**src/hdl/assert_macros.svh**
```systemverilog
// assertion macros shared by the softmax/argmax rtl
// no dependencies; included by the files that carry assertions
`ifndef ASSERT_MACROS_SVH
`define ASSERT_MACROS_SVH

// checked on every rising edge outside reset
`define SFA_ASSERT(lbl, clk, rst, prop, msg) \
   lbl: assert property (@(posedge clk) disable iff (rst) prop) else $error(msg);

// checked on every rising edge, reset included
`define SFA_ASSERT_ALWAYS(lbl, clk, prop, msg) \
   lbl: assert property (@(posedge clk) prop) else $error(msg);

`endif

```
**src/hdl/sfa_pkg.sv**
```systemverilog
// shared types, widths and tables of the softmax/argmax block
// no dependencies; imported by sfa_div and softmax_argmax
`default_nettype none

package sfa_pkg;

   // fixed field widths
   localparam int LOGIT_W = 16;
   localparam int CFG_W   = 11;
   localparam int PROB_W  = 16;
   localparam int INDEX_W = 10;
   localparam int EXP_W   = 16;
   localparam int STORE_W = 17;
   localparam int Q_W     = 17;

   localparam int MAX_CLASSES_DEFAULT = 1024;

   localparam logic [CFG_W-1:0] CLASS_COUNT_RESET = 11'd1000;

   // log2(e) in Q1.15
   localparam logic [15:0] LOG2E_Q15 = 16'd47274;

   // round(65536 * 2^(-j/16)), j = 0..16
   localparam logic [16:0] POW2_NEG_TAB [0:16] = '{
      17'd65536, 17'd62757, 17'd60097, 17'd57549, 17'd55109, 17'd52773,
      17'd50535, 17'd48393, 17'd46341, 17'd44376, 17'd42495, 17'd40693,
      17'd38968, 17'd37316, 17'd35734, 17'd34219, 17'd32768
   };

   typedef enum logic [2:0] {
      ST_LOAD,
      ST_EXP,
      ST_DREAD,
      ST_DSTART,
      ST_DIV,
      ST_DONE
   } state_type;

   typedef struct packed {
      logic busy;
      logic done;
   } div_stat_type;

endpackage

`default_nettype wire

```
**src/hdl/sfa_div.sv**
```systemverilog
// restoring divider, one quotient bit per cycle, Q_W quotient bits
// depends on sfa_pkg
`default_nettype none

module sfa_div import sfa_pkg::*; #(
   parameter int NUM_W = 33,
   parameter int DEN_W = 26
) (
   input  wire logic               clock,
   input  wire logic               reset,
   input  wire logic               start,
   input  wire logic [NUM_W-1:0]   numer,
   input  wire logic [DEN_W-1:0]   denom,
   output logic      [Q_W-1:0]     quot,
   output div_stat_type            stat
);

   localparam int REM_W  = DEN_W + 1;
   localparam int STEP_W = $clog2(Q_W);

   logic [REM_W-1:0]  rem_ff,  rem_in;
   logic [Q_W-1:0]    low_ff,  low_in;
   logic [DEN_W-1:0]  den_ff,  den_in;
   logic [Q_W-1:0]    q_ff,    q_in;
   logic [STEP_W-1:0] step_ff, step_in;
   logic              busy_ff, busy_in;
   logic              done_ff, done_in;

   logic [REM_W-1:0]  cand;
   logic              ge;

   // one shift-subtract step per cycle
   always_comb begin
      rem_in  = rem_ff;
      low_in  = low_ff;
      den_in  = den_ff;
      q_in    = q_ff;
      step_in = step_ff;
      busy_in = busy_ff;
      done_in = 1'b0;
      cand    = {rem_ff[REM_W-2:0], low_ff[Q_W-1]};
      ge      = (cand >= {1'b0, den_ff});
      if (start) begin
         // upper numerator bits are known to be below the divisor
         rem_in  = REM_W'(numer[NUM_W-1:Q_W]);
         low_in  = numer[Q_W-1:0];
         den_in  = denom;
         step_in = '0;
         busy_in = 1'b1;
      end else if (busy_ff) begin
         rem_in  = ge ? (cand - {1'b0, den_ff}) : cand;
         q_in    = {q_ff[Q_W-2:0], ge};
         low_in  = {low_ff[Q_W-2:0], 1'b0};
         step_in = step_ff + STEP_W'(1);
         if (step_ff == STEP_W'(Q_W - 1)) begin
            busy_in = 1'b0;
            done_in = 1'b1;
         end
      end
   end

   always_ff @(posedge clock) begin
      if (reset) begin
         busy_ff <= 1'b0;
         done_ff <= 1'b0;
         step_ff <= '0;
      end else begin
         busy_ff <= busy_in;
         done_ff <= done_in;
         step_ff <= step_in;
      end
      rem_ff <= rem_in;
      low_ff <= low_in;
      den_ff <= den_in;
      q_ff   <= q_in;
   end

   assign quot      = q_ff;
   assign stat.busy = busy_ff;
   assign stat.done = done_ff;

endmodule

`default_nettype wire

```
**config.mk**
```make
export PLATFORM = sky130hd
export DESIGN_NAME = sfa_div
export DESIGN_NICKNAME = d
export VERILOG_FILES = /design/src/hdl/assert_macros.svh /design/src/hdl/sfa_pkg.sv /design/src/hdl/sfa_div.sv
export SDC_FILE = /design/constraint.sdc
export NUM_CORES = 1
export LEC_CHECK = 0
export ABC_AREA = 1
export BUFFER_PORTS_ARGS = -buffer_cell sky130_fd_sc_hd__buf_4
export CORE_MARGIN = 2
export CORE_UTILIZATION = 40
export CTS_CLUSTER_SIZE = 20
export DETAILED_ROUTE_END_ITERATION = 7
export RECOVER_POWER = 100
export SLEW_MARGIN = 0
export SYNTH_ARGS = -nofsm -noshare
export SYNTH_HDL_FRONTEND = slang
export SYNTH_SLANG_ARGS = --single-unit
```
**constraint.sdc**
```tcl
create_clock -name clock -period 2.2 [get_ports clock]
set_input_delay 0.33 -clock clock [delete_from_list [all_inputs] [get_ports clock]]
set_output_delay 0.33 -clock clock [all_outputs]
set_load 0.05 [all_outputs]
```
Yosys cells after proc, flatten, opt, wreduce, memory -nomap -nowiden
Cells that the tools add are included.
{ "totals": {"ff_bits": 93, "inputBits": 62, "output_inout_bits": 19, "elab_cells": 27} }
{ "op_classes": {"n_addsub": 2, "n_lt_le_gt_ge": 1, "n_eq_ne": 1, "mux": 9, "bitwise": 2, "reduce_logical": 4} }
{ "ops": {"columns": ["operator", "n"], "rows": [
  ["$mux W17", 2],
  ["$mux W16", 2],
  ["$ge A27 B26 Y1", 1],
  ["$mux W26", 1],
  ["$sub A26 B26 Y26", 1],
  ["$add A5 B1 Y5 const B", 1],
  ["$eq A5 B5 Y1 const B", 1],
  ["$mux W1", 4],
  ["$reduce_or A3 Y1", 1],
  ["$not A1 Y1", 2],
  ["$reduce_and A2 Y1", 1],
  ["$reduce_bool A2 Y1", 1],
  ["$reduce_or A2 Y1", 1]
]} }

Logic depth before layout (Yosys ltp)
{ "logic_depth": {"word_depth": 4, "ltp_mapped": 15} }

Least setup slack after synthesis
OpenSTA, ideal clock, no wires.
{ "synth_path": {"path_kind": "flip-flop to flip-flop", "start": "register low_ff[16]", "end": "register rem_ff[12] (data pin)", "t_arrival_ns": 1.733, "path_slack_ns": 0.214, "stages_incl_launch_ff": 15, "path_buffers": 0, "period_less_slack_ns": 1.986, "path_cell_list": "edfxtp_1 -> inv_1 -> ha_1 -> inv_1 -> fa_1 -> nand2_1 -> nand3_1 -> nand3_1 -> nand2_1 -> nand2_1 -> nand2_1 -> xnor2_1 -> nand2_1 -> nand3_1 -> nand2_1"} }
{ "synth_via": {"elab_chain_len": 4, "elab_cells_between_ends": 5} }
{ "synth_lines": {"columns": ["element", "line_no", "rtl"], "rows": [
  ["from (decl)", "sfa_div.sv:22", "logic [Q_W-1:0] low_ff, low_in;"],
  ["from (signal assigned)", "sfa_div.sv:73", "low_ff <= low_in;"],
  ["$sub A26 B26 Y26 or $ge A27 B26 Y1 (tied branches)", "sfa_div.sv:51, sfa_div.sv:42", null],
  ["$mux W26 *", "sfa_div.sv:51", "rem_in = ge ? (cand - {1'b0, den_ff}) : cand;"],
  ["$mux W16 *", "sfa_div.sv:50", "end else if (busy_ff) begin"],
  ["$mux W16 *", "sfa_div.sv:43", "if (start) begin"],
  ["net rem_in[12]", "sfa_div.sv:21", "logic [REM_W-1:0] rem_ff, rem_in;"],
  ["to (signal assigned)", "sfa_div.sv:72", "rem_ff <= rem_in;"],
  ["to (decl)", "sfa_div.sv:21", null]
]} }
The timed path passes the listed nets; every way through them passes the cells marked *. The select of a mux whose other input is x is not followed.
A chain may end at the register's enable or synchronous reset.

Worst setup path after layout
{ "layout_path": {"start": "register rem_ff[0]", "end": "register rem_ff[7] (data pin)"} }
{ "layout_via": {"elab_chain_len": 4, "elab_cells_between_ends": 5} }
{ "layout_lines": {"columns": ["element", "line_no"], "rows": [
  ["$sub A26 B26 Y26 or $ge A27 B26 Y1 (tied branches)", "sfa_div.sv:51, sfa_div.sv:42"],
  ["$mux W26 *", "sfa_div.sv:51"],
  ["$mux W16 *", "sfa_div.sv:50"],
  ["$mux W16 *", "sfa_div.sv:43"],
  ["net rem_in[7]", "sfa_div.sv:21"]
]} }
Marked as above.

==> flow_metrics.env <==
export IMPL_drive_gt1_share_pct=29.5
export IMPL_synthCells=773
export IMPL_crit_start="rem_ff[0]"
export IMPL_cts_buffers_inserted=9
export IMPL_cts_tree="built"
export IMPL_worstMarginPinSlew_ns=0.915
export IMPL_dp_hpwl_mm=11.1
export IMPL_antenna_left=0
export IMPL_synth_mux_area_share_pct=0
export IMPL_synth_compound_area_share_pct=2.33
export IMPL_wl_per_cell_um=14.0
export IMPL_clock_sinks=93
export IMPL_htreeDepth=3
export IMPL_cts_hold_buf=0
export IMPL_vias_per_cell=4.69
export IMPL_max_cap_violations=0
export IMPL_drtIter0Drc=264
export IMPL_drcViolationCount=0
export IMPL_leakage_uw=0.00400
export IMPL_grt_pass1_vias=4910
export IMPL_placed_cells=1077
export IMPL_core_um2=14500
export IMPL_setup_tns_ns=0
export IMPL_syn_area_um2=5970
export IMPL_synth_area_per_cell_um2=7.72
export IMPL_synth_cell_types=39
export IMPL_finalCritPeriodShare_pct=97.8
export IMPL_grt_pass1_wl_mm=24.1
export IMPL_grt_ovfl_total=0
export IMPL_instances_no_fill=1110
export IMPL_skew_ns=0.00951
export IMPL_initial_core_util_pct=41.1
export IMPL_cts_clk_slew_worst_paths_ns=0.07
export IMPL_relSlewSlack_pct=38.8
export IMPL_synthTopCellsByArea="edfxtp_1, nand2_1, inv_1"
export IMPL_worstSetupPathType="reg2reg"
export IMPL_synth_nets=864
export IMPL_pre_cts_slack_ns=-0.0995
export IMPL_critPathCaptureType="flop"
export IMPL_portBuffers=80
export IMPL_setup_violations=0
export IMPL_cp_arrival_ns=2.26
export IMPL_ir_drop_mv=0.470
export IMPL_fmax_ghz=0.465
export IMPL_io_pins=81
export IMPL_grt_max_degree=40
export IMPL_ys_async_sr_fraction_pct=0
export IMPL_synth_top_cell_area_share_pct=38.2
export IMPL_powerDensity_nw_per_um2=656
export IMPL_hold_start="reset"
export IMPL_cts_root_buffer="clkbuf_16"
export IMPL_drv_slew=0
export IMPL_cp_required_ns=2.31
export IMPL_grtUsageTotal_pct=19.2
export IMPL_grt_setup_unrepaired="yes"
export IMPL_fin_nets=1012
export IMPL_cp_max_fo=8
export IMPL_die_area_um2=15900
export IMPL_cts_buffer_depth=2
export IMPL_design_area_um2=8140
export IMPL_synthAdderAreaFrac_pct=6.21
export IMPL_rr_startpoint="rem_ff[0]"
export IMPL_yosysSeqAreaShare_pct=43.9
export IMPL_die_w_um=126
export IMPL_postPlaceCellArea_um2=7140
export IMPL_synth_edff_count=76
export IMPL_status="finished clean"
export IMPL_synth_largest_area_cell="edfxtp_1"
export IMPL_rows=44
export IMPL_antenna_found_initial=0
export IMPL_setup_worst_path_start_class="flop"
export IMPL_synthFlopType="edfxtp_1"
export IMPL_antennaDiodeCount=0
export IMPL_die_h_um=126
export IMPL_synth_seq_cells=93
export IMPL_place_gp_congestion=0.888
export IMPL_firstDrtPassIters=4
export IMPL_finalHoldViolations=0
export IMPL_period_minus_slack_ns=2.15
export IMPL_clock_latency_ns=0.36
export IMPL_n_fill_cell=1385
export IMPL_setup_ws_ns=0.0495
export IMPL_syn_to_final_growth_pct=36.3
export IMPL_synthSimpleGateAreaFrac_pct=35.2
export IMPL_vias=5203
export IMPL_hp_class="in2reg"
export IMPL_synth_top_family_by_area="simple AND/OR/NAND/NOR gates"
export IMPL_wirelength_mm=15.5
export IMPL_yosys_warnings=0
export IMPL_synth_xor_xnor_area_share_pct=1.91
-- placed cells by master (no fill, tap or decap), drive strengths merged, types with 2 or more instances in the layout --
master,Yosys,layout
dfxtp,17,17
and2,3,3
nand2,323,326
nand3,49,49
nand3b,29,29
nand4,7,7
ha,28,28
nor2,44,44
edfxtp,76,76
nor4,2,2
buf,13,122
xnor2,12,12
clkbuf,4,40
or2,2,2
bufinv,0,2
inv,135,137
a21oi,18,18
nor3,4,4
-- report_power, final --
group          leakage, uW  switching [uW]  total, uW  internal (uW)
sequential        0.000889            62.4       2110           2050
clock             0.000167             695       1770           1080
combinational      0.00294             797       1460            662
-- worst max-delay path, cell delays in order (launching register included) --
cell	delay (ns)
edfxtp_1	0.39
ha_1	0.35
nand2_1	0.08
nor2_1	0.04
nand2_1	0.09
nor2_2	0.04
nand2_1	0.07
nand3_2	0.13
nor2_8	0.29
clkbuf_16	0.21
nand3b_1	0.07
nand3_1	0.08
nand2_1	0.05
-- cell families (layout without fill, tap and decap cells) --
| logic type | count (synthesis) | after routing |
|---|---|---|
| AO/OA/AOI/OAI | 23 | 23 |
| XOR/XNOR | 13 | 13 |
| adder cells (fa/ha/maj) | 29 | 29 |
| buffers and inverters | 152 | 302 |
| flip-flops | 93 | 93 |
| AND/OR/NAND/NOR | 463 | 466 |
-- through the flow --
step           total power (uW)  util [%]  hold slack, ns
5_1_grt                    5630      56.0           0.145
4_1_cts                    5200      51.6           0.128
3_3_place_gp               3400      49.1           0.431
3_5_place_dp               3400      49.1           0.435
2_1_floorplan              2920         -           0.407
6_report                   5340      56.0           0.143
-- path summary, 6_finish.rpt --
check                                  to  slack, ns  cells past startpoint
worst min register to register    quot[6]       0.45                      0
worst min-delay path              done_ff       0.14                      2
worst max register to register  rem_ff[7]       0.05                     12
worst max-delay path            rem_ff[7]       0.05                     12
-- synth_stat cells, types with 2 or more instances --
| cell type | instances |
|---|---|
| nand4_1 | 7 |
| a21oi_1 | 16 |
| nand2_1 | 304 |
| clkbuf_1 | 4 |
| ha_1 | 28 |
| nor2_2 | 5 |
| nand2_2 | 18 |
| nor3_1 | 4 |
| nand3_2 | 2 |
| inv_1 | 128 |
| inv_2 | 7 |
| buf_4 | 6 |
| buf_2 | 3 |
| dfxtp_1 | 17 |
| nor4_1 | 2 |
| nand3_1 | 46 |
| xnor2_1 | 12 |
| nor2_4 | 5 |
| and2_1 | 3 |
| buf_1 | 2 |
| edfxtp_1 | 76 |
| nand3b_1 | 29 |
| nor2_1 | 33 |
-- routing by layer --
metal / vias to the layer above / part of all wire, % / track usage, %
met5: - / 0 / 0
met4: 0 / 1.4 / 6.72
met3: 17 / 4.6 / 3.48
met2: 101 / 47 / 30.6
met1: 2365 / 47 / 26.4
li1: 2720 / - / -
-- state kept, by name (all words and copies together), names as in the netlist --
| register | flops |
|---|---|
| den_ff | 26 |
| quot | 17 |
| step_ff | 5 |
| low_ff | 17 |
| busy_ff | 1 |
| done_ff | 1 |
| rem_ff | 26 |
-- repair_timing --
| item | 4_1_cts | 5_1_grt |
|---|---|---|
| gates cloned | 1 | 4 |
| gates resized for setup | 3 | 71 |
| setup buffers | 0 | 12 |
| pin swaps | 1 | 26 |
| endpoints found under the setup margin | 6 | 26 |
-- final cells by class --
class	instances	area (um2)	area share (%)
inverter	135	507	6.23
clock buffer	11	254	3.12
timing repair buffer	151	1270	15.6
sequential	93	2620	32.2
tap	184	230	2.83
clock inverter	5	88.8	1.09
multi-input combinational	531	3170	38.9
No activity file was read; power rests on OpenSTA's default activity.
